==> src/hdl/gpv_pkg.sv <==
// Package for the guide pixel validator: item types, codes, float constants
// and the single-precision multiply/add helpers used by the back end.
// No dependencies.
`timescale 1ns / 1ps

package gpv_pkg;

    localparam int COMP_W = 32;
    localparam int NCOMP  = 4;

    localparam logic [3:0] KIND_ROUGHNESS = 4'd1;
    localparam logic [3:0] KIND_DENOISE   = 4'd2;
    localparam logic [3:0] KIND_REACTIVE  = 4'd3;
    localparam logic [3:0] KIND_DEPTH     = 4'd0;
    localparam logic [3:0] KIND_HIT_DIST  = 4'd4;
    localparam logic [3:0] KIND_MOTION    = 4'd5;
    localparam logic [3:0] KIND_NORMAL    = 4'd6;
    localparam logic [3:0] KIND_DIFF_ALB  = 4'd7;
    localparam logic [3:0] KIND_SPEC_ALB  = 4'd8;
    localparam logic [3:0] KIND_OVERLAY   = 4'd9;

    localparam logic [1:0] REG_GUIDE_KIND = 2'd0;
    localparam logic [1:0] REG_COMP_COUNT = 2'd1;

    localparam logic [2:0] CLS_VALID     = 3'd0;
    localparam logic [2:0] CLS_OOR       = 3'd1;
    localparam logic [2:0] CLS_INF       = 3'd2;
    localparam logic [2:0] CLS_SENTINEL  = 3'd3;
    localparam logic [2:0] CLS_UNEXP_NAN = 3'd4;

    localparam logic [31:0] F_HALF  = 32'h3F00_0000;
    localparam logic [31:0] F_ONE   = 32'h3F80_0000;
    localparam logic [31:0] F_EIGHT = 32'h4100_0000;
    localparam logic [31:0] F_255   = 32'h437F_0000;
    localparam logic [31:0] F_0P99  = 32'h3F7D_70A4;
    localparam logic [31:0] F_1P01  = 32'h3F81_47AE;

    typedef struct packed {
        logic                         first;
        logic [3:0]                   kind;
        logic [2:0]                   count;
        logic                         err;
        logic                         has_inf;
        logic                         has_nan;
        logic                         nan_ok;
        logic [NCOMP-1:0][COMP_W-1:0] comp;
    } gpv_item_t;

    typedef enum logic [3:0] {
        BK_IDLE,
        BK_SQ_MUL,
        BK_SQ_ADD,
        BK_CHECK,
        BK_PRE_MUL,
        BK_PRE_ADD,
        BK_SCALE,
        BK_ROUND,
        BK_EMIT
    } bk_state_t;

    function automatic logic [2:0] want_count(input logic [3:0] kind);
        logic [2:0] w;
        if (kind <= KIND_HIT_DIST)      w = 3'd1;
        else if (kind == KIND_MOTION)   w = 3'd2;
        else if (kind <= KIND_SPEC_ALB) w = 3'd3;
        else if (kind == KIND_OVERLAY)  w = 3'd4;
        else                            w = 3'd0;
        return w;
    endfunction

    // Normalize, round to nearest even and pack; value = m * 2^(e - 176)
    function automatic logic [31:0] round_pack(input logic sgn,
                                               input logic signed [11:0] e_in,
                                               input logic [49:0] m_in);
        logic [49:0]        m;
        logic [49:0]        mask;
        logic signed [11:0] e;
        logic [5:0]         lz;
        logic [5:0]         sh;
        logic               found;
        logic               sticky;
        logic               guard;
        logic [24:0]        mant;
        m      = m_in;
        e      = e_in;
        lz     = 6'd0;
        found  = 1'b0;
        sticky = 1'b0;
        for (int i = 49; i >= 0; i--)
        begin
            if (!found)
            begin
                if (m_in[i]) found = 1'b1;
                else         lz = lz + 6'd1;
            end
        end
        if (m_in == 50'd0) return {sgn, 31'd0};
        m = m << lz;
        e = e - $signed({6'd0, lz});
        if (e < 12'sd1)
        begin
            if (e < -12'sd48)
            begin
                sticky = |m;
                m      = 50'd0;
            end
            else
            begin
                sh     = 6'(12'sd1 - e);
                mask   = (50'd1 << sh) - 50'd1;
                sticky = |(m & mask);
                m      = m >> sh;
            end
            e = 12'sd1;
        end
        mant   = {1'b0, m[49:26]};
        guard  = m[25];
        sticky = sticky | (|m[24:0]);
        if (guard && (sticky || mant[0])) mant = mant + 25'd1;
        if (mant[24])
        begin
            mant = mant >> 1;
            e    = e + 12'sd1;
        end
        if (e >= 12'sd255) return {sgn, 8'hFF, 23'd0};
        return {sgn, (mant[23] ? 8'(e) : 8'd0), mant[22:0]};
    endfunction

    function automatic logic [31:0] fp_mul(input logic [31:0] a, input logic [31:0] b);
        logic               sgn;
        logic [23:0]        ma;
        logic [23:0]        mb;
        logic [47:0]        p;
        logic signed [11:0] e;
        sgn = a[31] ^ b[31];
        if (a[30:23] == 8'hFF || b[30:23] == 8'hFF) return {sgn, 8'hFF, 23'd0};
        ma = {a[30:23] != 8'd0, a[22:0]};
        mb = {b[30:23] != 8'd0, b[22:0]};
        p  = ma * mb;
        e  = $signed({4'd0, (a[30:23] == 8'd0) ? 8'd1 : a[30:23]})
           + $signed({4'd0, (b[30:23] == 8'd0) ? 8'd1 : b[30:23]}) - 12'sd126;
        return round_pack(sgn, e, {p, 2'b00});
    endfunction

    function automatic logic [31:0] fp_add(input logic [31:0] a, input logic [31:0] b);
        logic [7:0]  ea;
        logic [7:0]  eb;
        logic [23:0] ma;
        logic [23:0] mb;
        logic        a_big;
        logic [7:0]  e_big;
        logic [7:0]  d;
        logic        s_big;
        logic [49:0] m_big;
        logic [49:0] m_sml;
        logic [49:0] mask;
        logic        sticky;
        logic [49:0] sum;
        if (a[30:23] == 8'hFF) return a;
        if (b[30:23] == 8'hFF) return b;
        ea    = (a[30:23] == 8'd0) ? 8'd1 : a[30:23];
        eb    = (b[30:23] == 8'd0) ? 8'd1 : b[30:23];
        ma    = {a[30:23] != 8'd0, a[22:0]};
        mb    = {b[30:23] != 8'd0, b[22:0]};
        a_big = (ea > eb) || (ea == eb && ma >= mb);
        e_big = a_big ? ea : eb;
        d     = a_big ? (ea - eb) : (eb - ea);
        s_big = a_big ? a[31] : b[31];
        m_big = {1'b0, (a_big ? ma : mb), 25'd0};
        m_sml = {1'b0, (a_big ? mb : ma), 25'd0};
        if (d >= 8'd50)
        begin
            sticky = |m_sml;
            m_sml  = 50'd0;
        end
        else
        begin
            mask   = (50'd1 << d[5:0]) - 50'd1;
            sticky = |(m_sml & mask);
            m_sml  = m_sml >> d[5:0];
        end
        m_sml = {m_sml[49:1], m_sml[0] | sticky};
        if (a[31] == b[31]) sum = m_big + m_sml;
        else                sum = m_big - m_sml;
        if (sum == 50'd0) return {a[31] & b[31], 31'd0};
        return round_pack(s_big, $signed({4'd0, e_big}) + 12'sd1, sum);
    endfunction

    localparam logic [31:0] NRM_LO = fp_mul(F_0P99, F_0P99);
    localparam logic [31:0] NRM_HI = fp_mul(F_1P01, F_1P01);

    function automatic logic unit_out(input logic [31:0] v);
        return (v[31] && v[30:0] != 31'd0) || (!v[31] && v > F_ONE);
    endfunction

    function automatic logic is_neg(input logic [31:0] v);
        return v[31] && v[30:0] != 31'd0;
    endfunction

endpackage

==> src/hdl/gpv_queue.sv <==
// Two-entry queue of classified pixels between front and back.
// Depends on gpv_pkg.
`timescale 1ns / 1ps

module gpv_queue
    import gpv_pkg::*;
(
    input  logic      clk,
    input  logic      rst_n,
    input  logic      push,
    input  gpv_item_t push_item,
    output logic      ready,
    input  logic      pop,
    output logic      head_valid,
    output gpv_item_t head_item
);

    gpv_item_t  mem [2];
    logic       wr_ptr_reg;
    logic       rd_ptr_reg;
    logic [1:0] fill_reg;

    always_ff @(posedge clk)
    begin
        if (push) mem[wr_ptr_reg] <= push_item;
    end

    always_ff @(posedge clk or negedge rst_n)
    begin
        if (!rst_n)
        begin
            wr_ptr_reg <= 1'b0;
            rd_ptr_reg <= 1'b0;
            fill_reg   <= 2'd0;
        end
        else
        begin
            if (push) wr_ptr_reg <= ~wr_ptr_reg;
            if (pop)  rd_ptr_reg <= ~rd_ptr_reg;
            if (push && !pop)      fill_reg <= fill_reg + 2'd1;
            else if (pop && !push) fill_reg <= fill_reg - 2'd1;
        end
    end

    assign ready      = fill_reg != 2'd2;
    assign head_valid = fill_reg != 2'd0;
    assign head_item  = mem[rd_ptr_reg];

endmodule

==> config.mk <==
export PLATFORM = sky130hd
export DESIGN_NAME = gpv_queue
export DESIGN_NICKNAME = d
export VERILOG_FILES = /design/src/hdl/gpv_pkg.sv /design/src/hdl/gpv_queue.sv
export SDC_FILE = /design/constraint.sdc
export NUM_CORES = 1
export LEC_CHECK = 0
export BUFFER_PORTS_ARGS = -buffer_cell sky130_fd_sc_hd__clkbuf_2
export CAP_MARGIN = 25
export CORE_UTILIZATION = 55
export CTS_CLUSTER_SIZE = 14
export DETAILED_ROUTE_END_ITERATION = 16
export PLACE_DENSITY = 0.83
export REMOVE_ABC_BUFFERS = 1
export SYNTH_ARGS = -nofsm -noshare
export SYNTH_HDL_FRONTEND = slang
export SYNTH_SLANG_ARGS = --single-unit
==> constraint.sdc <==
create_clock -name clk -period 13.5 [get_ports clk]
set_input_delay 0.675 -clock clk [delete_from_list [all_inputs] [get_ports clk]]
set_output_delay 0.675 -clock clk [all_outputs]
set_load 0.01 [all_outputs]
==> flow_summary_export.csv, run 1 <==
group,metric,value,unit
critical_path,cp_slowest_cell,"buf_4",
clock_tree,cts_max_level,1,
global_routing,grt_pass1_vias,5580,
power,ir_drop,0.000258,V
critical_path,crit_type,"register to output pin",
layout,final_core_util,0.698,
yosys,ys_seq_area_frac,0.798,
placement,port_buffers,285,
floorplanning,die_w,141,um
detailed_routing,routedWlPerCell,18.0,um
critical_path,path_depth,3,
global_routing,grt_start_max_net_pins,73,
clock_tree,cts_buffers,27,
critical_path,required,12.82,ns
sta,fin_worst_skew,0.0131,ns
detailed_routing,drcViolationCount,0,
critical_path,critPathMaxStageDelay,0.80,ns
floorplanning,dieArea,20000,um^2
detailed_routing,ant_nets,0,
critical_path,ff2ff_setup_slack,10.94,ns
floorplanning,num_rows,50,
yosys,syn-cell-area,10700,um^2
floorplanning,core,18800,um^2
critical_path,r2r-end,"mem[1][62]",
sta,hold_ws,0.345,ns
sta,relSlewSlack,0.310,
global_routing,antenna_found_initial,0,
yosys,synthTopCellsByArea,"edfxtp_1 (79%), mux2_4 (13%), mux2_2 (5.3%)",
clock_tree,path_clk_slew,0.06,ns
critical_path,cp_cell_sequence,"buf_4 > mux2_2 > clkbuf_2",
clock_tree,cts-root-buf,"clkbuf_16",
clock_tree,clock_latency,0.51,ns
yosys,synth_cells,452,
critical_path,path_max_fanout,62,
sta,rsz0062_at_grt,"false",
placement,gp_congestion,0.736,
sta,fin_setup_tns,0,ns
yosys,netlist.area_leader.share,0.788,
layout,fin_nets,901,
sta,timing.final.crit_share,0.242,
global_routing,grtUsageTotal,0.185,
critical_path,cp-start-kind,"register",
sta,drv_slew,0,
detailed_routing,dr.pass1.iters,4,
critical_path,worstPathArrival,2.60,ns
floorplanning,start_util,0.566,
detailed_routing,vias_per_cell,5.05,
global_routing,grt_pass1_wl,28400,um
run_status,status,"finished, final reports clean",
critical_path,r2r-start,"wr_ptr_reg",
clock_tree,clockBufferDepth,3,
detailed_routing,first_iter_violations,257,
sta,hold_violations,0,
placement,place_inst,986,
sta,min_period,3.27,ns
critical_path,worst_setup_path_end_kind,"output pin",
sta,clock.fmax,306,MHz
yosys,yosysWarnings,0,
clock_tree,cts_tree,"done",
critical_path,worstSetupStartpoint,"rd_ptr_reg",
flow_run,cap_violations,0,
layout,layout-drive-gt1-share,0.605,
floorplanning,pin_count,286,
layout,nFillCells,1188,
layout,n_antenna_cell,0,
global_routing,gr-total-overflow,0,
detailed_routing,drt-total-wl,18600,um
clock_tree,post_cts_buffers,0,
sta,setup_violations,0,
layout,finalNonFillerCells,1032,
placement,place_hpwl,12400,um
floorplanning,die_y,141,um
critical_path,rr_worst_depth,2,
yosys,syn_avg_cell_area,23.6,um^2
worst_hold_path,hold_path_class,"primary input to register",
yosys,synthDistinctLibCells,16,
yosys,synth.ff_latch_count,284,
clock_tree,cts.sinks,284,
power,power_density,210,nW/um^2
sta,worst_pin_slew,1.03,ns
power,p_leak,5.28,nW
critical_path,crit_end,"head_item[139]",
detailed_routing,num_vias,5210,
clock_tree,cts-resized-gates,0,
layout,largest_reg_flops,280,
yosys,synth_top_area_cell,"edfxtp_1",
critical_path,critical_path.top_delay_family,"buffers and inverters",
critical_path,crit_buf_inv,2,
layout,areaGrowthSynthToFinish,23.3,%
[report_power, final]
part	total [mW]	leakage (nW)	switching, mW	internal [mW]
clock	0.709	0.404	0.290	0.419
combinational	0.829	2.20	0.420	0.409
sequential	1.23	2.67	0.0530	1.17
total	2.76	5.28	0.763	2.00
[routing by layer]
layer,up-vias,wire [um],GRT usage
met2,221,9290,0.319
met1,2537,7230,0.220
li1,2406,-,-
met4,0,635,0.0727
met5,-,0,0
met3,46,1470,0.0523
[kinds of logic (layout without fill, tap and decap cells)]
group	count (synthesis)	after routing	share of synthesized area
xor+xnor	5	5	0.00411
mux	140	140	0.180
buf+inv	17	337	0.0147
flops	284	284	0.798
simple gates	5	5	0.00270
fa+ha+maj	1	1	0.00117
[synthesized netlist by cell type]
cell,instances
xnor2_1,1
buf_2,5
mux2_2,50
xor2_1,4
nor2_1,1
buf_6,10
ha_1,1
nor2b_1,1
inv_1,1
buf_8,1
and2_1,1
mux2_4,90
dfrtp_1,4
edfxtp_1,280
or2_2,1
nand2b_1,1
[per-stage QoR]
stage	total power [mW]	worst slack, ns	instance area, um^2
after global routing	2.88	10.14	13200
after floorplan	1.90	6.11	10500
final	2.76	10.23	13200
after CTS	2.80	10.22	13200
after detailed placement	2.09	10.54	12300
after global placement	2.06	10.64	12300
[worst reg2reg max path: stages (launching register included)]
cell     delay (ns)
dfrtp_1        0.42
and2_4         0.79
buf_4          0.89
[timing repair]
item	4_1_cts	5_1_grt
endpoints found under the hold margin	4	0
hold buffers	1	0
setup endpoints to repair	0	0
[how the worst min path moves through the flow]
stage,endpoint,cells after the start,startpoint
3_3_place_gp,fill_reg[1],1,fill_reg[1]
5_1_grt,mem[1][22],1,push_item[22]
6_report,mem[1][22],1,push_item[22]
3_5_place_dp,fill_reg[1],1,fill_reg[1]
4_1_cts,mem[0][1],1,push_item[1]
2_1_floorplan,fill_reg[0],0,rst_n
[layout by cell type (no fill, tap or decap), drive strengths merged]
cell type / n
clkbuf: 317
edfxtp: 280
mux2: 140
clkinv: 10
buf: 5
xor2: 4
dfrtp: 4
bufinv: 3
nand2b: 1
or2: 1
and2: 1
inv: 1
nor2b: 1
xnor2: 1
nor2: 1
ha: 1
dlygate4sd3: 1
[area by class of cell]
cell class                      instances  area (um^2)  area share
Multi-Input combinational cell        151         2010       0.153
Inverter                                1         3.75    0.000285
Tap cell                              260          325      0.0247
Sequential cell                       284         8510       0.647
Clock inverter                         13          131     0.00999
Clock buffer                           32          694      0.0528
Timing Repair Buffer                  291         1470       0.112
(Power assumes the default switching activity.)
==> run 2: changes to the inputs <==
--- a/config.mk
+++ b/config.mk
@@ -7,10 +7,10 @@
 export LEC_CHECK = 0
 export BUFFER_PORTS_ARGS = -buffer_cell sky130_fd_sc_hd__clkbuf_2
 export CAP_MARGIN = 25
-export CORE_UTILIZATION = 55
+export CORE_UTILIZATION = 52
 export CTS_CLUSTER_SIZE = 14
 export DETAILED_ROUTE_END_ITERATION = 16
-export PLACE_DENSITY = 0.83
+export PLACE_DENSITY = 0.79
 export REMOVE_ABC_BUFFERS = 1
 export SYNTH_ARGS = -nofsm -noshare
 export SYNTH_HDL_FRONTEND = slang
==> constraint.sdc (replaced) <==
create_clock -name clk -period 3.07 [get_ports clk]
set_input_delay 0.1535 -clock clk [delete_from_list [all_inputs] [get_ports clk]]
set_output_delay 0.1535 -clock clk [all_outputs]
set_load 0.01 [all_outputs]
==> flow_summary_export.csv, run 2 (synthesis results as in run 1) <==
group,metric,value,unit
floorplanning,die_w,145,um
placement,gp_congestion,0.744,
floorplanning,die_y,145,um
clock_tree,path_clk_slew,0.06,ns
floorplanning,dieArea,21100,um^2
global_routing,grt_start_max_net_pins,141,
layout,final_cell_mix,"clkbuf_2 (285), edfxtp_1 (280), dlygate4sd3_1 (144)",
detailed_routing,first_iter_violations,300,
clock_tree,cts-root-buf,"clkbuf_16",
sta,hold_ws,0.348,ns
detailed_routing,drt-total-wl,23000,um
critical_path,crit_end,"head_item[8]",
critical_path,cp_slowest_cell,"dfrtp_4",
floorplanning,num_rows,52,
global_routing,antenna_found_initial,1,
global_routing,grt_pass1_vias,6665,
global_routing,grt_pass1_wl,35100,um
layout,final_common_cell,"clkbuf_2",
clock_tree,clockBufferDepth,3,
layout,layout-drive-gt1-share,0.520,
clock_tree,cts_max_level,1,
flow_run,cap_violations,0,
power,ir_drop,0.000647,V
clock_tree,cts.sinks,284,
sta,drv_slew,0,
floorplanning,start_util,0.529,
layout,largest_reg_flops,280,
detailed_routing,routedWlPerCell,19.3,um
clock_tree,cts_buffers,29,
sta,clock.fmax,387,MHz
sta,relSlewSlack,0.457,
critical_path,rr_worst_depth,2,
worst_hold_path,hold_path_class,"primary input to register",
layout,fin_nets,1048,
detailed_routing,vias_per_cell,5.01,
worst_hold_path,holdPathStages,2,
critical_path,worstPathArrival,2.43,ns
critical_path,path_max_fanout,37,
critical_path,critPathMaxStageDelay,0.88,ns
critical_path,r2r-end,"mem[1][60]",
sta,setup_violations,0,
critical_path,crit_type,"register to output pin",
power,power_density,862,nW/um^2
critical_path,worst_setup_path_end_kind,"output pin",
placement,port_buffers,285,
sta,min_period,2.58,ns
global_routing,gr-total-overflow,0,
critical_path,ff2ff_setup_slack,1.35,ns
sta,rsz0062_at_grt,"false",
detailed_routing,num_vias,5981,
clock_tree,cts-resized-gates,0,
clock_tree,cts_tree,"done",
critical_path,cp_cell_sequence,"buf_4 > mux2_2 > clkbuf_2",
run_status,status,"finished, final reports clean",
sta,worst_pin_slew,0.814,ns
floorplanning,core,20200,um^2
global_routing,grtUsageTotal,0.216,
detailed_routing,dr.pass1.iters,4,
detailed_routing,ant_nets,0,
sta,timing.final.crit_share,0.842,
placement,place_hpwl,12800,um
critical_path,r2r-start,"wr_ptr_reg",
layout,areaGrowthSynthToFinish,38.3,%
clock_tree,clock_latency,0.53,ns
sta,hold_violations,0,
critical_path,required,2.92,ns
sta,fin_worst_skew,0.0168,ns
critical_path,cp-start-kind,"register",
floorplanning,pin_count,286,
power,p_leak,5.95,nW
detailed_routing,drcViolationCount,0,
power,total_power,12.7,mW
critical_path,worstSetupStartpoint,"rd_ptr_reg",
## run 2: where the power goes
part	internal, mW	total, mW	switching [mW]
clock	1.97	3.36	1.39
sequential	5.15	5.49	0.334
combinational	1.96	3.87	1.91
## run 2: metrics by stage
stage | area [um^2] | cells | setup TNS, ns | worst slack (ns) | utilization
finish | 14700 | 1194 | 0 | 0.486 | 0.731
global route | 14700 | 1193 | 0 | 0.387 | 0.731
CTS | 14700 | 1193 | 0 | 0.482 | 0.731
detailed placement | 12400 | 998 | 0 | 1.07 | 0.614
global placement | 12400 | 998 | 0 | 1.09 | 0.614
floorplan | 10500 | 436 | -1006.69 | -4.17 | -
## run 2: worst max-delay path, delay by kind of cell (launching register included)
| family | cells | cell delay [ns] |
|---|---|---|
| buffers and inverters | 2 | 0.59 |
| flip-flops | 1 | 0.88 |
| multiplexers | 1 | 0.42 |
## run 2: cell type report
class	instances	area [um^2]
multi-input combinational	151	2010
sequential	284	8510
timing repair buffer	436	2970
fill	1181	5420
clock buffer	31	733
inverter	1	3.75
clock inverter	20	178
antenna	1	2.50
tap	270	338
## run 2: worst min path at each step
stage	start	endpoint
finish	push_item[15]	mem[1][15]
CTS	push_item[45]	mem[0][45]
detailed placement	rst_n	fill_reg[1]
floorplan	rst_n	fill_reg[0]
global placement	rst_n	fill_reg[1]
global route	push_item[30]	mem[0][30]
## run 2: timing repair
| action | CTS | global route |
|---|---|---|
| setup buffers | 0 | 0 |
| hold buffers | 144 | 0 |
| hold endpoints to repair | 286 | 0 |
## run 2: routing by layer
layer  wire length, um  vias up  GRT usage
met2             12300      257      0.404
met1              8550     2961      0.238
li1                  -     2703          -
met5                 0        -          0
met3              1420       60     0.0519
met4               771        0     0.0711
==> run 3: changes to the inputs <==
==> constraint.sdc (replaced) <==
create_clock -name clk -period 2.6 [get_ports clk]
set_input_delay 0.13 -clock clk [delete_from_list [all_inputs] [get_ports clk]]
set_output_delay 0.13 -clock clk [all_outputs]
set_load 0.01 [all_outputs]
==> flow_summary_export.csv, run 3 (synthesis results as in run 1) <==
group,metric,value,unit
run_status,status,"finished, final reports clean",
critical_path,cp-start-kind,"register",
power,p_comb_frac,0.305,
sta,rsz0062_at_grt,"false",
power,power_density,1020,nW/um^2
power,internal_power,10.8,mW
placement,gp_congestion,0.784,
global_routing,grt_pass1_vias,6530,
detailed_routing,num_vias,5974,
critical_path,cp_slowest_cell,"dfrtp_4",
floorplanning,num_rows,52,
layout,largest_reg_flops,280,
sta,drv_slew,0,
sta,clock.fmax,415,MHz
floorplanning,core,20200,um^2
power,switchingPower,4.27,mW
critical_path,critPathMaxStageDelay,0.82,ns
global_routing,grt_pass1_wl,34100,um
sta,setup_violations,0,
clock_tree,clock_latency,0.53,ns
power,ir_drop,0.000645,V
sta,hold_ws,0.318,ns
detailed_routing,vias_per_cell,5.00,
detailed_routing,first_iter_violations,289,
layout,finalNonFillerCells,1194,
layout,areaGrowthSynthToFinish,38.5,%
global_routing,antenna_found_initial,2,
layout,fin_nets,1047,
critical_path,required,2.47,ns
floorplanning,dieArea,21100,um^2
sta,hold_violations,0,
global_routing,grt_start_max_net_pins,141,
sta,timing.final.crit_share,0.928,
floorplanning,die_y,145,um
power,clock_power_share,0.267,
global_routing,grtUsageTotal,0.208,
clock_tree,cts-resized-gates,0,
clock_tree,clockBufferDepth,3,
flow_run,cap_violations,0,
critical_path,worst_setup_path_end_kind,"output pin",
clock_tree,cts.sinks,284,
floorplanning,pin_count,286,
clock_tree,cts_buffers,28,
critical_path,crit_type,"register to output pin",
power,p_leak,5.95,nW
power,seqPwrFrac,0.428,
layout,final_common_cell,"clkbuf_2",
clock_tree,cts_tree,"done",
floorplanning,die_w,145,um
layout,final_cell_area,14800,um^2
sta,min_period,2.41,ns
placement,place_inst,998,
detailed_routing,drt-total-wl,22400,um
floorplanning,start_util,0.529,
clock_tree,path_clk_slew,0.07,ns
placement,place_hpwl,12800,um
layout,final_cell_mix,"clkbuf_2 (285), edfxtp_1 (280), dlygate4sd3_1 (144)",
placement,place_area,12400,um^2
detailed_routing,ant_nets,0,
detailed_routing,dr.pass1.iters,4,
critical_path,cp_cell_sequence,"buf_4 > mux2_2 > clkbuf_2",
detailed_routing,drcViolationCount,0,
sta,relSlewSlack,0.462,
placement,port_buffers,285,
sta,layout_setup_ws,0.188,ns
critical_path,path_max_fanout,32,
global_routing,gr-total-overflow,0,
clock_tree,cts_max_level,1,
placement,place_ws,0.726,ns
critical_path,worstPathArrival,2.28,ns
critical_path,ff2ff_setup_slack,0.91,ns
sta,worst_pin_slew,0.807,ns
clock_tree,cts-root-buf,"clkbuf_16",
worst_hold_path,hold_path_class,"primary input to register",
power,switching_share,0.283,
detailed_routing,routedWlPerCell,18.8,um
sta,fin_worst_skew,0.0302,ns
layout,layout-drive-gt1-share,0.514,
run 3: changes by cell type in the layout (fill, tap and decap cells not counted):
cell	change
diode_2	+1
bufinv_16	+1
buf_12	+1
clkinv_1	+2
clkbuf_1	+3
clkinv_2	-5
clkinvlp_4	-2
buf_4	-1
run 3: worst max-delay path, delay by kind of cell, from the launching register on:
kind | cells | cell delay, ns
buffers and inverters | 2 | 0.53
muxes | 1 | 0.38
DFF | 1 | 0.82
run 3: metal layers:
metal,vias to the layer above,global-route usage,part of all wire
met1,2955,0.231,0.37
met2,256,0.389,0.53
met5,-,0,0
li1,2701,-,-
met4,0,0.0726,0.034
met3,62,0.0481,0.062
run 3: cell type report:
cell class                 count  area, um^2
sequential                   284        8510
fill                        1168        5400
timing repair buffer         436        2980
multi-input combinational    151        2010
clock buffer                  34         744
tap                          270         338
clock inverter                16         175
antenna                        2        5.00
inverter                       1        3.75
run 3: through the flow:
step	power [mW]	util	setup TNS, ns
2_1_floorplan	8.91	-	-1201.27
3_3_place_gp	10.8	0.615	0
3_5_place_dp	10.9	0.615	0
4_1_cts	15.1	0.732	0
5_1_grt	15.7	0.732	0
6_report	15.1	0.732	0
run 3: path summary, 6_finish.rpt:
check / startpoint / endpoint / depth (start not counted)
setup reg to reg: wr_ptr_reg / mem[1][41] / 2
hold reg to reg: fill_reg[1] / fill_reg[1] / 1
max in group asynchronous: rst_n / rd_ptr_reg / 3
min in group asynchronous: rst_n / fill_reg[1] / 3
hold / removal: push_item[8] / mem[0][8] / 2
setup / recovery: rd_ptr_reg / head_item[125] / 3
run 3: what timing repair did:
item                                   CTS  global route
setup buffers                            0             0
hold buffers                           144             0
endpoints found under the hold margin  287             0
run 3: power by group through the flow:
| stage | combinational, mW | clock (mW) | sequential [mW] |
|---|---|---|---|
| 2_1_floorplan | 2.21 | 0 | 6.69 |
| 3_3_place_gp | 4.30 | 0 | 6.47 |
| 3_5_place_dp | 4.40 | 0 | 6.55 |
| 4_1_cts | 4.60 | 4.07 | 6.46 |
| 5_1_grt | 4.86 | 4.26 | 6.54 |
| 6_report | 4.61 | 4.04 | 6.46 |
