### src/hdl/gpv_pkg.sv
// Package for the guide pixel validator: item types, codes, float constants
// and the single-precision multiply/add helpers used by the back end.
// No dependencies.
`timescale 1ns / 1ps

package gpv_pkg;

    localparam int COMP_W = 32;
    localparam int NCOMP  = 4;

    localparam logic [3:0] KIND_ROUGHNESS = 4'd1;
    localparam logic [3:0] KIND_DENOISE   = 4'd2;
    localparam logic [3:0] KIND_REACTIVE  = 4'd3;
    localparam logic [3:0] KIND_DEPTH     = 4'd0;
    localparam logic [3:0] KIND_HIT_DIST  = 4'd4;
    localparam logic [3:0] KIND_MOTION    = 4'd5;
    localparam logic [3:0] KIND_NORMAL    = 4'd6;
    localparam logic [3:0] KIND_DIFF_ALB  = 4'd7;
    localparam logic [3:0] KIND_SPEC_ALB  = 4'd8;
    localparam logic [3:0] KIND_OVERLAY   = 4'd9;

    localparam logic [1:0] REG_GUIDE_KIND = 2'd0;
    localparam logic [1:0] REG_COMP_COUNT = 2'd1;

    localparam logic [2:0] CLS_VALID     = 3'd0;
    localparam logic [2:0] CLS_OOR       = 3'd1;
    localparam logic [2:0] CLS_INF       = 3'd2;
    localparam logic [2:0] CLS_SENTINEL  = 3'd3;
    localparam logic [2:0] CLS_UNEXP_NAN = 3'd4;

    localparam logic [31:0] F_HALF  = 32'h3F00_0000;
    localparam logic [31:0] F_ONE   = 32'h3F80_0000;
    localparam logic [31:0] F_EIGHT = 32'h4100_0000;
    localparam logic [31:0] F_255   = 32'h437F_0000;
    localparam logic [31:0] F_0P99  = 32'h3F7D_70A4;
    localparam logic [31:0] F_1P01  = 32'h3F81_47AE;

    typedef struct packed {
        logic                         first;
        logic [3:0]                   kind;
        logic [2:0]                   count;
        logic                         err;
        logic                         has_inf;
        logic                         has_nan;
        logic                         nan_ok;
        logic [NCOMP-1:0][COMP_W-1:0] comp;
    } gpv_item_t;

    typedef enum logic [3:0] {
        BK_IDLE,
        BK_SQ_MUL,
        BK_SQ_ADD,
        BK_CHECK,
        BK_PRE_MUL,
        BK_PRE_ADD,
        BK_SCALE,
        BK_ROUND,
        BK_EMIT
    } bk_state_t;

    function automatic logic [2:0] want_count(input logic [3:0] kind);
        logic [2:0] w;
        if (kind <= KIND_HIT_DIST)      w = 3'd1;
        else if (kind == KIND_MOTION)   w = 3'd2;
        else if (kind <= KIND_SPEC_ALB) w = 3'd3;
        else if (kind == KIND_OVERLAY)  w = 3'd4;
        else                            w = 3'd0;
        return w;
    endfunction

    // Normalize, round to nearest even and pack; value = m * 2^(e - 176)
    function automatic logic [31:0] round_pack(input logic sgn,
                                               input logic signed [11:0] e_in,
                                               input logic [49:0] m_in);
        logic [49:0]        m;
        logic [49:0]        mask;
        logic signed [11:0] e;
        logic [5:0]         lz;
        logic [5:0]         sh;
        logic               found;
        logic               sticky;
        logic               guard;
        logic [24:0]        mant;
        m      = m_in;
        e      = e_in;
        lz     = 6'd0;
        found  = 1'b0;
        sticky = 1'b0;
        for (int i = 49; i >= 0; i--)
        begin
            if (!found)
            begin
                if (m_in[i]) found = 1'b1;
                else         lz = lz + 6'd1;
            end
        end
        if (m_in == 50'd0) return {sgn, 31'd0};
        m = m << lz;
        e = e - $signed({6'd0, lz});
        if (e < 12'sd1)
        begin
            if (e < -12'sd48)
            begin
                sticky = |m;
                m      = 50'd0;
            end
            else
            begin
                sh     = 6'(12'sd1 - e);
                mask   = (50'd1 << sh) - 50'd1;
                sticky = |(m & mask);
                m      = m >> sh;
            end
            e = 12'sd1;
        end
        mant   = {1'b0, m[49:26]};
        guard  = m[25];
        sticky = sticky | (|m[24:0]);
        if (guard && (sticky || mant[0])) mant = mant + 25'd1;
        if (mant[24])
        begin
            mant = mant >> 1;
            e    = e + 12'sd1;
        end
        if (e >= 12'sd255) return {sgn, 8'hFF, 23'd0};
        return {sgn, (mant[23] ? 8'(e) : 8'd0), mant[22:0]};
    endfunction

    function automatic logic [31:0] fp_mul(input logic [31:0] a, input logic [31:0] b);
        logic               sgn;
        logic [23:0]        ma;
        logic [23:0]        mb;
        logic [47:0]        p;
        logic signed [11:0] e;
        sgn = a[31] ^ b[31];
        if (a[30:23] == 8'hFF || b[30:23] == 8'hFF) return {sgn, 8'hFF, 23'd0};
        ma = {a[30:23] != 8'd0, a[22:0]};
        mb = {b[30:23] != 8'd0, b[22:0]};
        p  = ma * mb;
        e  = $signed({4'd0, (a[30:23] == 8'd0) ? 8'd1 : a[30:23]})
           + $signed({4'd0, (b[30:23] == 8'd0) ? 8'd1 : b[30:23]}) - 12'sd126;
        return round_pack(sgn, e, {p, 2'b00});
    endfunction

    function automatic logic [31:0] fp_add(input logic [31:0] a, input logic [31:0] b);
        logic [7:0]  ea;
        logic [7:0]  eb;
        logic [23:0] ma;
        logic [23:0] mb;
        logic        a_big;
        logic [7:0]  e_big;
        logic [7:0]  d;
        logic        s_big;
        logic [49:0] m_big;
        logic [49:0] m_sml;
        logic [49:0] mask;
        logic        sticky;
        logic [49:0] sum;
        if (a[30:23] == 8'hFF) return a;
        if (b[30:23] == 8'hFF) return b;
        ea    = (a[30:23] == 8'd0) ? 8'd1 : a[30:23];
        eb    = (b[30:23] == 8'd0) ? 8'd1 : b[30:23];
        ma    = {a[30:23] != 8'd0, a[22:0]};
        mb    = {b[30:23] != 8'd0, b[22:0]};
        a_big = (ea > eb) || (ea == eb && ma >= mb);
        e_big = a_big ? ea : eb;
        d     = a_big ? (ea - eb) : (eb - ea);
        s_big = a_big ? a[31] : b[31];
        m_big = {1'b0, (a_big ? ma : mb), 25'd0};
        m_sml = {1'b0, (a_big ? mb : ma), 25'd0};
        if (d >= 8'd50)
        begin
            sticky = |m_sml;
            m_sml  = 50'd0;
        end
        else
        begin
            mask   = (50'd1 << d[5:0]) - 50'd1;
            sticky = |(m_sml & mask);
            m_sml  = m_sml >> d[5:0];
        end
        m_sml = {m_sml[49:1], m_sml[0] | sticky};
        if (a[31] == b[31]) sum = m_big + m_sml;
        else                sum = m_big - m_sml;
        if (sum == 50'd0) return {a[31] & b[31], 31'd0};
        return round_pack(s_big, $signed({4'd0, e_big}) + 12'sd1, sum);
    endfunction

    localparam logic [31:0] NRM_LO = fp_mul(F_0P99, F_0P99);
    localparam logic [31:0] NRM_HI = fp_mul(F_1P01, F_1P01);

    function automatic logic unit_out(input logic [31:0] v);
        return (v[31] && v[30:0] != 31'd0) || (!v[31] && v > F_ONE);
    endfunction

    function automatic logic is_neg(input logic [31:0] v);
        return v[31] && v[30:0] != 31'd0;
    endfunction

endpackage

### src/hdl/gpv_front.sv
// Front end: configuration registers and input classification.
// Depends on gpv_pkg.
`timescale 1ns / 1ps

module gpv_front
    import gpv_pkg::*;
(
    input  logic                          clk,
    input  logic                          rst_n,
    input  logic                          cfg_valid,
    input  logic [1:0]                    cfg_index,
    input  logic [3:0]                    cfg_data,
    input  logic                          s_tvalid,
    input  logic [NCOMP*COMP_W-1:0]       s_tdata,
    input  logic                          s_tuser,
    input  logic                          q_ready,
    output logic                          q_push,
    output gpv_item_t                     q_item
);

    logic [3:0] kind_reg;
    logic [2:0] count_reg;
    logic [2:0] want;
    logic       has_inf;
    logic       has_nan;
    logic       ex_ones;
    logic       frac_nz;

    always_ff @(posedge clk or negedge rst_n)
    begin
        if (!rst_n)
        begin
            kind_reg  <= KIND_DEPTH;
            count_reg <= 3'd1;
        end
        else if (cfg_valid)
        begin
            if (cfg_index == REG_GUIDE_KIND) kind_reg <= cfg_data;
            else if (cfg_index == REG_COMP_COUNT) count_reg <= cfg_data[2:0];
        end
    end

    always_comb
    begin
        has_inf = 1'b0;
        has_nan = 1'b0;
        ex_ones = 1'b0;
        frac_nz = 1'b0;
        for (int i = 0; i < NCOMP; i++)
        begin
            ex_ones = s_tdata[i*COMP_W+23 +: 8] == 8'hFF;
            frac_nz = s_tdata[i*COMP_W +: 23] != 23'd0;
            if (3'(i) < count_reg)
            begin
                if (ex_ones && frac_nz)  has_nan = 1'b1;
                if (ex_ones && !frac_nz) has_inf = 1'b1;
            end
        end
    end

    assign want = want_count(kind_reg);

    always_comb
    begin
        q_item.first   = s_tuser;
        q_item.kind    = kind_reg;
        q_item.count   = count_reg;
        q_item.err     = (want == 3'd0) || (want != count_reg);
        q_item.has_inf = has_inf;
        q_item.has_nan = has_nan;
        q_item.nan_ok  = kind_reg == KIND_DEPTH || kind_reg == KIND_ROUGHNESS ||
                         kind_reg == KIND_HIT_DIST || kind_reg == KIND_NORMAL;
        q_item.comp    = s_tdata;
    end

    assign q_push = s_tvalid && q_ready;

endmodule

### config.mk
export PLATFORM = sky130hd
export DESIGN_NAME = gpv_front
export DESIGN_NICKNAME = d
export VERILOG_FILES = /design/src/hdl/gpv_pkg.sv /design/src/hdl/gpv_front.sv
export SDC_FILE = /design/constraint.sdc
export NUM_CORES = 1
export LEC_CHECK = 0
export BUFFER_PORTS_ARGS = -buffer_cell sky130_fd_sc_hd__buf_4
export CAP_MARGIN = 20
export CORE_AREA = 5 5 105 107
export DETAILED_ROUTE_END_ITERATION = 16
export DIE_AREA = 0 0 110 112
export GPL_TIMING_DRIVEN = 0
export HOLD_SLACK_MARGIN = 0.06
export MAX_ROUTING_LAYER = met4
export PLACE_DENSITY = 0.58
export SKIP_LAST_GASP = 1
export SLEW_MARGIN = 20
export SYNTH_ARGS = -nofsm -noshare
export SYNTH_HDL_FRONTEND = slang
export SYNTH_SLANG_ARGS = --single-unit
export TNS_END_PERCENT = 50
### constraint.sdc
create_clock -name clk -period 4.5 [get_ports clk]
set_clock_uncertainty 0.1 [all_clocks]
set_input_delay 0.45 -clock clk [delete_from_list [all_inputs] [get_ports clk]]
set_output_delay 0.45 -clock clk [all_outputs]
set_load 0.1 [all_outputs]
==> results of run 1 <==
==> final cells by class <==
class / instances / area (um^2) / area share
Timing Repair Buffer: 276 / 2070 / 0.512
Buffer: 135 / 1010 / 0.249
Clock buffer: 4 / 45.0 / 0.0111
Sequential cell: 7 / 176 / 0.0436
Multi-Input combinational cell: 89 / 576 / 0.142
Tap cell: 136 / 170 / 0.0420
==> timing repair <==
item,in CTS,in global routing
hold endpoints to repair,6,0
resized for setup,0,0
endpoints found under the setup margin,0,0
hold buffers,1,0
==> routing by layer <==
layer  global-route usage  wire [um]  up-vias
met2                0.265       5070      145
met5                    -          0        -
met3               0.0243        904       12
li1                     -          -     1236
met1                0.130       2970     1067
met4               0.0249        135        0
==> cell usage after synthesis (all sizes together) <==
| library cell | count |
|---|---|
| buf | 134 |
| nor4 | 21 |
| nand4 | 11 |
| nor3 | 10 |
| mux2 | 7 |
| nand2 | 7 |
| dfrtp | 6 |
| nor2 | 6 |
| o21ai | 6 |
| a21oi | 3 |
| nor3b | 3 |
| and3 | 2 |
| nor2b | 2 |
| a2111o | 1 |
| a211oi | 1 |
| and2 | 1 |
| and3b | 1 |
| clkbuf | 1 |
| dfstp | 1 |
| nand3 | 1 |
| nand3b | 1 |
| o2111ai | 1 |
| o21a | 1 |
| o21bai | 1 |
| o22ai | 1 |
| or3 | 1 |
==> through the flow <==
| step | setup slack, ns | hold WS (ns) | util |
|---|---|---|---|
| floorplan | 0.430 | 0.0544 | - |
| global placement | 1.90 | 0.167 | 0.398 |
| finish | 1.96 | 0.369 | 0.403 |
| global route | 1.73 | 0.371 | 0.403 |
| CTS | 1.91 | 0.363 | 0.403 |
| detailed placement | 1.92 | 0.169 | 0.398 |
==> worst max-delay path: stages, from the launching register on <==
cell	delay (ns)
dfstp_2	0.58
a21oi_1	0.08
or3_1	0.43
nor3_2	0.16
a2111o_1	0.13
buf_4	0.10
buf_4	0.28
==> where the power goes <==
part | leakage (nW) | switching (W) | internal [W]
Sequential | 0.0815 | 0.0000134 | 0.0000766
Combinational | 2.11 | 0.000694 | 0.000274
Clock | 0.0228 | 0.0000249 | 0.0000611
Total | 2.21 | 0.000732 | 0.000411
==> worst paths after layout <==
| kind | startpoint | depth (start not counted) | endpoint | slack [ns] |
|---|---|---|---|---|
| max | count_reg[0] | 6 | q_item[130] | 1.96 |
| min reg2reg | kind_reg[0] | 1 | kind_reg[0] | 0.55 |
| max reg2reg | kind_reg[3] | 2 | kind_reg[3] | 3.41 |
| max in group asynchronous | rst_n | 2 | count_reg[0] | 3.60 |
| min | cfg_data[3] | 2 | kind_reg[3] | 0.37 |
| min in group asynchronous | rst_n | 2 | kind_reg[1] | 0.50 |
==> logic make-up (layout without fill, tap and decap cells) <==
family | Yosys count | after routing
multiplexers | 7 | 7
buffers and inverters | 135 | 415
flip-flops | 7 | 7
AO/OA/AOI/OAI | 15 | 15
AND/OR/NAND/NOR | 67 | 67
==> results.tsv, run 1 <==
stage	metric	value	unit
outcome	status	finished, final reports clean	
placement	post-DP HPWL	8550	um
timing	Final min period	2.54	ns
timing	Hold Fails Final Rpt	0	
clocking	# clock sinks	7	
logic_synthesis	post-synthesis mux area share	0.0448	
floorplanning	Die Y	112	um
clocking	CTS clock-pin slew for the worst setup and hold paths	0.04	ns
finish	max FFs per register	4	
hold_path	Worst Hold Class	primary input to flop	
global_route	gr ovfl total	0	
logic_synthesis	Synth top area share	0.559	
finish	proportion of layout cells with a drive suffix above 1	0.832	
logic_synthesis	main combinational cell family by area after synthesis	buffers and inverters	
finish	most frequent cells in the layout	406 x buf_4, 21 x nor4_1, 10 x nand4_1	
logic_synthesis	Net Count, Synth	371	
clocking	worst skew pair latency	0.22	ns
routing	Total Wirelength	9080	um
pwr	power per cell area	282	mW/mm^2
logic_synthesis	Seq/Total Area, Yosys	0.100	
routing	1st-iter DRT viols	35	
timing	setup TNS	0	ns
logic_synthesis	Post-Synth XOR/XNOR Area	0	
logic_synthesis	top post-synthesis cells by area	buf_4 56%, dfrtp_1 8.5%, nor4_1 7.5%, mux2_2 4.5%, nand4_1 3.6%	
logic_synthesis	Yosys reg bits	7	
logic_synthesis	adder-cell share of the synthesized area	0	
pwr	Worst VDD drop	267	uV
logic_synthesis	Mapped Cells	231	
finish	synth-to-layout area growth	130	%
clocking	setup bufs post-CTS	0	
global_route	total track usage	0.133	
logic_synthesis	post-synthesis compound-gate area fraction	0.0533	
global_route	global-route wire length before repair	12700	um
logic_synthesis	Cell variety after synth	32	
floorplanning	initial core utilization	0.175	
global_route	vias in the first global route	2525	
critical_path	WP data required	3.95	ns
critical_path	Startpoint Class	flop	
timing	Tcrit/Tclk final	0.564	
timing	Max Slew Vio Count	0	
clocking	CTS max path bufs	2	
floorplanning	io pins	281	
finish	Antenna diodes	0	
timing	RSZ-0062 raised after global routing	false	
placement	global placement routability congestion	0.848	
routing	DRT antenna net count	0	
placement	Placed Cells	642	
placement	DP Area	0.00400	mm^2
floorplanning	Die W	110	um
floorplanning	total die area	0.0123	mm^2
flow_run	total of max-cap violations	0	
routing	detailed-route DRC error count	0	
finish	fillers	1026	
logic_synthesis	simple-gate share of the synthesized area	0.229	
floorplanning	floorplan row count	37	
critical_path	CP max FO	6	
finish	final instance area	0.00405	mm^2
timing	Max-slew headroom	0.739	
finish	most common cell after layout, fill and taps aside	buf_4	
logic_synthesis	Syn Area/Cell	7.62	um^2
critical_path	crit path kind	flop to output port	
pwr	Tot Pwr	0.00114	W
routing	Via density	3.80	
global_route	largest net degree at the start of global routing	11	
finish	fin cells	647	
placement	Port Buffers	275	
clocking	CTS tree	yes	
critical_path	element type at the critical path end	output port	
global_route	antenna violations before repair	0	
logic_synthesis	mapped cell area	0.00176	mm^2
clocking	CTS Buf Count	3	
clocking	root buffer cell	clkbuf_8	
timing	final setup fails	0	
timing	fmax	394	MHz
routing	DRT Pass-1 Iters	4	
critical_path	crit path DAT	1.99	ns
logic_synthesis	Synth warnings	0	
clocking	CTS H-tree lvls	1	
pwr	static leakage	2.21	nW
finish	final layout net count	652	
floorplanning	area of the core	0.0100	mm^2
routing	Avg WL per Cell	14.0	um
logic_synthesis	largest area contributor in the netlist	buf_4	
routing	routed vias	2460	
timing	Slew @ Worst Pin	0.390	ns
(Power assumes the default switching activity.)
==> run 2: changes to the inputs <==
- ABC_AREA: unset -> 1
- CORE_AREA: 5 5 105 107 -> 5 5 106 108
- DIE_AREA: 0 0 110 112 -> 0 0 111 113
- PLACE_DENSITY: 0.58 -> 0.59
- clock period: 4.5 -> 2.5 ns (I/O delays scaled with it)
==> run 2 against run 1 <==
Utilization is 1.2 points higher. Combinational power is 78% higher. Non-clock buffer count is 4 lower. Register-to-register slack worse by 1.9 ns. Total power is 78% higher. Sequential power is 83% higher. Cell count is 14% higher. Clock power is 83% higher. Final area is 4.0% higher. Worst setup slack worse by 1.5 ns. Die area is 1.8% higher. Via count is 6.6% higher.
==> results.tsv, run 2 <==
stage	metric	value	unit	change
logic_synthesis	Synth top area share	0.513		was 0.559
finish	Antenna diodes	0		unchanged
routing	Avg WL per Cell	12.3	um	was 14.0 um
critical_path	crit path kind	flop to output port		unchanged
floorplanning	total die area	0.0125	mm^2	was 0.0123 mm^2
critical_path	worst r2r path cells	1		was 2
clocking	CTS H-tree lvls	1		unchanged
global_route	gr ovfl total	0		unchanged
logic_synthesis	Async SR Flop Fraction	1.00		unchanged
logic_synthesis	Post-synth EDFFs	0		unchanged
finish	fin cells	735		was 647
routing	DRT Pass-1 Iters	4		unchanged
pwr	share of total power in the clock network	0.077		was 0.075
global_route	total track usage	0.135		was 0.133
critical_path	CP max FO	5		was 6
logic_synthesis	top post-synthesis cells by area	buf_4 51%, nor2_1 14%, nand2_1 11%, dfrtp_1 7.8%, inv_1 3.3%		was buf_4 56%, dfrtp_1 8.5%, nor4_1 7.5%, mux2_2 4.5%, nand4_1 3.6%
logic_synthesis	Syn Area/Cell	6.01	um^2	was 7.62 um^2
timing	final setup fails	0		unchanged
logic_synthesis	largest area contributor in the netlist	buf_4		unchanged
hold_path	hold path endpoint	kind_reg[3]		unchanged
timing	RSZ-0062 raised after global routing	false		unchanged
logic_synthesis	mapped cell area	0.00192	mm^2	was 0.00176 mm^2
placement	Port Buffers	275		unchanged
finish	most frequent cells in the layout	406 x buf_4, 72 x nor2_1, 58 x nand2_1		was 406 x buf_4, 21 x nor4_1, 10 x nand4_1
pwr	power per cell area	484	mW/mm^2	was 282 mW/mm^2
logic_synthesis	Yosys reg bits	7		unchanged
timing	Tcrit/Tclk final	0.824		
routing	WL met2	5060	um	was 5070 um
timing	Max-slew headroom	0.804		was 0.739
placement	global placement routability congestion	0.872		was 0.848
clocking	CTS tree	yes		unchanged
critical_path	r2r setup slk	1.53	ns	was 3.41 ns
clocking	worst skew pair latency	0.23	ns	was 0.22 ns
finish	max FFs per register	4		unchanged
pwr	register share of total power	0.081		was 0.079
finish	synth-to-layout area growth	120	%	was 130%
floorplanning	Die Y	113	um	was 112 um
hold_path	hold path depth	2		unchanged
logic_synthesis	top cells by count, synth	131 x buf_4, 72 x nor2_1, 58 x nand2_1		was 131 x buf_4, 21 x nor4_1, 10 x nand4_1
hold_path	Worst Hold Class	primary input to flop		unchanged
routing	Total Wirelength	9070	um	was 9080 um
placement	Placed Cells	730		was 642
clocking	CTS clock-pin slew for the worst setup and hold paths	0.04	ns	about the same
routing	DRT antenna net count	0		unchanged
finish	final instance area	0.00421	mm^2	was 0.00405 mm^2
clocking	root buffer cell	clkbuf_8		unchanged
timing	Hold Fails Final Rpt	0		unchanged
floorplanning	Die W	111	um	was 110 um
finish	final layout net count	740		was 652
timing	hold slack	0.135	ns	was 0.369 ns
logic_synthesis	most frequent cell after synthesis	buf_4		unchanged
global_route	antenna violations before repair	0		unchanged
global_route	largest net degree at the start of global routing	8		was 11
critical_path	reg2reg start	kind_reg[3]		unchanged
routing	top routing layer in use	met4		unchanged
routing	WL met1	3230	um	was 2970 um
timing	fmax	485	MHz	
logic_synthesis	Cell variety after synth	20		was 32
outcome	status	finished, final reports clean		unchanged
global_route	vias in the first global route	2688		was 2525
finish	most common cell after layout, fill and taps aside	buf_4		unchanged
routing	metal3 WL	725	um	was 904 um
critical_path	crit path DAT	1.71	ns	was 1.99 ns
logic_synthesis	Synth warnings	0		unchanged
timing	Slew @ Worst Pin	0.296	ns	was 0.390 ns
timing	Max Slew Vio Count	0		unchanged
floorplanning	floorplan row count	37		unchanged
pwr	Sw Ratio	0.645		was 0.640
floorplanning	area of the core	0.0101	mm^2	was 0.0100 mm^2
routing	Via density	3.57		was 3.80
placement	DP Area	0.00416	mm^2	was 0.00400 mm^2
routing	detailed-route DRC error count	0		unchanged
routing	routed vias	2622		was 2460
clocking	CTS Buf Count	3		unchanged
pwr	internal power	0.000724	W	was 0.000411 W
logic_synthesis	ys flop type	dfrtp_1		unchanged
critical_path	critical path launch point	count_reg[0]		unchanged
flow_run	total of max-cap violations	0		unchanged
logic_synthesis	Mapped Cells	319		was 231
critical_path	FF-to-FF End	kind_reg[3]		unchanged
critical_path	Startpoint Class	flop		unchanged
finish	proportion of layout cells with a drive suffix above 1	0.699		was 0.832
logic_synthesis	Net Count, Synth	459		was 371
critical_path	element type at the critical path end	output port		unchanged
timing	Final min period	2.06	ns	
global_route	global-route wire length before repair	13600	um	was 12700 um
pwr	static leakage	2.40	nW	was 2.21 nW
clocking	CTS max path bufs	2		unchanged
clocking	# clock sinks	7		unchanged
logic_synthesis	Seq/Total Area, Yosys	0.0920		was 0.100
pwr	sw power	0.00131	W	was 0.000732 W
routing	1st-iter DRT viols	63		was 35
timing	setup TNS	0	ns	unchanged
pwr	Worst VDD drop	507	uV	was 267 uV
floorplanning	io pins	281		unchanged
placement	post-DP HPWL	8610	um	was 8550 um
pwr	Combinational Power Share	0.842		was 0.846
clocking	setup bufs post-CTS	0		unchanged
floorplanning	initial core utilization	0.189		was 0.175
hold_path	hold path startpoint	cfg_data[3]		unchanged
critical_path	WP data required	2.15	ns	was 3.95 ns
-- run 2: cell families (layout without fill, tap and decap cells) --
group,Yosys count,in the layout,share of synthesized area
mux,1,1,0.00587
flops,7,7,0.0920
xor+xnor,2,2,0.00914
compound gates,12,12,0.0333
simple gates,147,147,0.309
buf+inv,150,430,0.550
-- run 2: metrics by stage --
step / utilization / setup WS [ns] / power [W]
after floorplan: - / 0.00302 / 0.00145
after global placement: 0.410 / 0.654 / 0.00188
after detailed placement: 0.410 / 0.630 / 0.00189
after CTS: 0.416 / 0.373 / 0.00206
after global routing: 0.416 / 0.247 / 0.00212
final: 0.416 / 0.439 / 0.00204
-- run 2: worst max-delay path: stages (launching register included) --
cell and delay (ns):
dfstp_2 0.57, nand3b_1 0.12, nand2_1 0.07, nor2_2 0.10
inv_1 0.05, nor2_1 0.09, nor2_1 0.04, nand2_1 0.05
buf_4 0.10, buf_4 0.28
-- run 2: repair_timing --
item	4_1_cts	5_1_grt
hold buffers	1	0
hold endpoints to repair	7	0
resized for setup	0	0
-- run 2: power groups by stage --
stage	Sequential (W)	Combinational, W	Clock, W
6_report	0.000165	0.00172	0.000157
5_1_grt	0.000170	0.00178	0.000165
4_1_cts	0.000165	0.00173	0.000163
3_5_place_dp	0.000166	0.00173	0
3_3_place_gp	0.000166	0.00172	0
2_1_floorplan	0.000296	0.00115	0
-- run 2: layer usage --
metal  global-route usage  vias up
li1                     -     1402
met1                0.143     1094
met2                0.264      121
met3               0.0283        5
met4               0.0189        0
met5                    -        -
-- run 2: cell type report --
class | count | area (um^2)
Fill cell | 1053 | 5930
Timing Repair Buffer | 276 | 2070
Buffer | 131 | 983
Multi-Input combinational cell | 162 | 692
Sequential cell | 7 | 176
Tap cell | 136 | 170
Inverter | 19 | 71.3
Clock buffer | 4 | 45.0
-- run 2: worst max path at each step --
stage	to	slack, ns
after global placement	q_item[130]	0.65
final	q_item[130]	0.44
after floorplan	q_item[131]	0.003
after CTS	q_item[130]	0.37
after detailed placement	q_item[130]	0.63
after global routing	q_item[130]	0.25
==> run 3: changes to the inputs <==
- ABC_AREA: 1 -> 0
- CORE_AREA: 5 5 106 108 -> 5 5 105 107
- DIE_AREA: 0 0 111 113 -> 0 0 110 112
- PLACE_DENSITY: 0.59 -> 0.58
- clock period: 2.5 -> 2 ns (I/O delays scaled with it)
==> run 3 against run 2 <==
The flow now finishes with violations (setup timing). Wire length shrank 2.3%. Final area grew 0.48%. Worst setup slack lost 0.53 ns. Clock power grew 25%. Utilization grew 0.58 points. Combinational power grew 31%. Hold slack lost 0.032 ns. First-iteration DRC count shrank 41%. Via count shrank 3.7%. Die area shrank 1.8%. Sequential share of layout area grew 0.48 points. Largest power group unchanged. Highest routed layer unchanged.
==> results.tsv, run 3 (same netlist as run 1, synthesis figures left out) <==
stage	metric	value	unit	change
global_route	largest net degree at the start of global routing	11		was 8
timing	final setup fails	3		was 0
critical_path	element type at the critical path end	output port		unchanged
floorplanning	Die Y	112	um	was 113 um
pwr	static leakage	2.28	nW	was 2.40 nW
timing	Final min period	2.09	ns	
clocking	CTS tree	yes		unchanged
global_route	vias in the first global route	2748		was 2688
global_route	total track usage	0.134		was 0.135
clocking	CTS clock-pin slew for the worst setup and hold paths	0.04	ns	about the same
critical_path	crit path kind	flop to output port		unchanged
finish	max FFs per register	4		unchanged
pwr	Worst VDD drop	515	uV	was 507 uV
global_route	antenna violations before repair	0		unchanged
routing	Avg WL per Cell	13.6	um	was 12.3 um
outcome	failing checks	setup timing		
finish	proportion of layout cells with a drive suffix above 1	0.866		was 0.699
critical_path	max incr delay on CP	0.64	ns	was 0.57 ns
timing	Setup WS post-layout	-0.0921	ns	was 0.439 ns
outcome	status	finished with violations		was finished, final reports clean
timing	RSZ-0062 raised after global routing	true		was false
finish	Antenna diodes	0		unchanged
timing	Max Slew Vio Count	0		unchanged
hold_path	Worst Hold Class	primary input to flop		unchanged
critical_path	Slowest cell on crit path	dfstp_4		was dfstp_2
timing	Tcrit/Tclk final	1.05		
floorplanning	total die area	0.0123	mm^2	was 0.0125 mm^2
critical_path	critical-path cell list	a21oi_1 > or3_4 > o2111ai_2 > buf_4 > buf_12		was nand3b_1 > nand2_1 > nor2_2 > inv_1 > nor2_1 > nor2_1 > nand2_1 > buf_4 > buf_4
timing	Hold Fails Final Rpt	0		unchanged
flow_run	total of max-cap violations	0		unchanged
pwr	sw power	0.00169	W	was 0.00131 W
floorplanning	io pins	281		unchanged
finish	final layout net count	657		was 740
pwr	power per cell area	635	mW/mm^2	was 484 mW/mm^2
timing	setup TNS	-0.239	ns	was 0 ns
pwr	share of total power in the clock network	0.073		was 0.077
finish	synth-to-layout area growth	140	%	was 120%
pwr	Sw Ratio	0.629		was 0.645
placement	post-DP HPWL	8300	um	was 8610 um
timing	Slew @ Worst Pin	0.460	ns	was 0.296 ns
clocking	worst skew pair latency	0.23	ns	about the same
finish	most common cell after layout, fill and taps aside	buf_4		unchanged
floorplanning	area of the core	0.0100	mm^2	was 0.0101 mm^2
clocking	CTS max path bufs	2		unchanged
routing	detailed-route DRC error count	0		unchanged
routing	Total Wirelength	8860	um	was 9070 um
clocking	# clock sinks	7		unchanged
global_route	gr ovfl total	0		unchanged
pwr	Combinational Power Share	0.840		was 0.842
routing	DRT Pass-1 Iters	4		unchanged
routing	Via density	3.87		was 3.57
placement	Port Buffers	275		unchanged
floorplanning	Die W	110	um	was 111 um
critical_path	crit path DAT	1.79	ns	was 1.71 ns
routing	routed vias	2524		was 2622
clocking	CTS Buf Count	3		unchanged
floorplanning	floorplan row count	37		unchanged
pwr	internal power	0.000998	W	was 0.000724 W
clocking	CTS H-tree lvls	1		unchanged
pwr	register share of total power	0.087		was 0.081
routing	DRT antenna net count	0		unchanged
global_route	global-route wire length before repair	12900	um	was 13600 um
critical_path	WP data required	1.70	ns	was 2.15 ns
placement	Setup WS pre-CTS	-0.206	ns	was 0.630 ns
routing	1st-iter DRT viols	37		was 63
placement	global placement routability congestion	0.798		was 0.872
critical_path	CP max FO	5		unchanged
timing	fmax	478	MHz	
clocking	root buffer cell	clkbuf_8		unchanged
timing	Max-slew headroom	0.690		was 0.804
critical_path	Startpoint Class	flop		unchanged
finish	most frequent cells in the layout	411 x buf_4, 20 x nor4_1, 10 x nand4_1		was 406 x buf_4, 72 x nor2_1, 58 x nand2_1
floorplanning	initial core utilization	0.175		was 0.189
[run 3: layout make-up]
| type | count | area, um^2 |
|---|---|---|
| fillers | 1002 | 5810 |
| repair buffers | 284 | 2160 |
| plain buffers | 132 | 1000 |
| multi-input cells | 89 | 659 |
| flip-flops and latches | 7 | 198 |
| well taps | 136 | 170 |
| clock buffers | 4 | 45.0 |
[run 3: final timing paths]
check	slack (ns)	endpoint	depth (start not counted)	start
max in group asynchronous	1.37	count_reg[0]	2	rst_n
setup reg to reg	0.76	count_reg[1]	3	count_reg[1]
min in group asynchronous	0.23	kind_reg[2]	2	rst_n
setup / recovery	-0.09	q_item[129]	5	count_reg[0]
hold reg to reg	0.52	kind_reg[0]	1	kind_reg[0]
hold / removal	0.10	kind_reg[3]	2	cfg_data[3]
[run 3: power by group through the flow]
stage	clock network, W	logic, W	registers (W)
floorplan	0	0.00148	0.000418
global placement	0	0.00222	0.000221
detailed placement	0	0.00223	0.000224
CTS	0.000201	0.00227	0.000233
global route	0.000215	0.00233	0.000240
finish	0.000197	0.00226	0.000234
[run 3: routing by layer]
metal / part of all wire / vias up / track usage
met5: 0 / - / -
met4: 0.0044 / 0 / 0.0150
met3: 0.11 / 5 / 0.0203
met2: 0.58 / 152 / 0.284
met1: 0.30 / 1121 / 0.123
li1: - / 1246 / -
[run 3: critical path: cells and delay by family (launching register included)]
kind                   cells  cell delay, ns
buffers and inverters      2            0.31
DFF                        1            0.64
AOI/OAI and AO/OA          2            0.25
and+or+nand+nor            1            0.36
[run 3: stage by stage]
stage,std cells,total power [W],hold slack [ns],utilization,cell area [um^2]
after global routing,652,0.00279,0.110,0.421,4230
after detailed placement,642,0.00246,-0.0816,0.405,4070
after global placement,642,0.00244,-0.0821,0.405,4070
after floorplan,231,0.00189,-0.196,-,1830
final,652,0.00269,0.103,0.421,4230
after CTS,652,0.00270,0.103,0.420,4220
[run 3: repair_timing]
action	in CTS	in global routing
pin swaps	4	1
setup endpoints to repair	3	3
hold buffers	1	0
endpoints found under the hold margin	7	0
buffers inserted	8	0
resized for setup	14	2
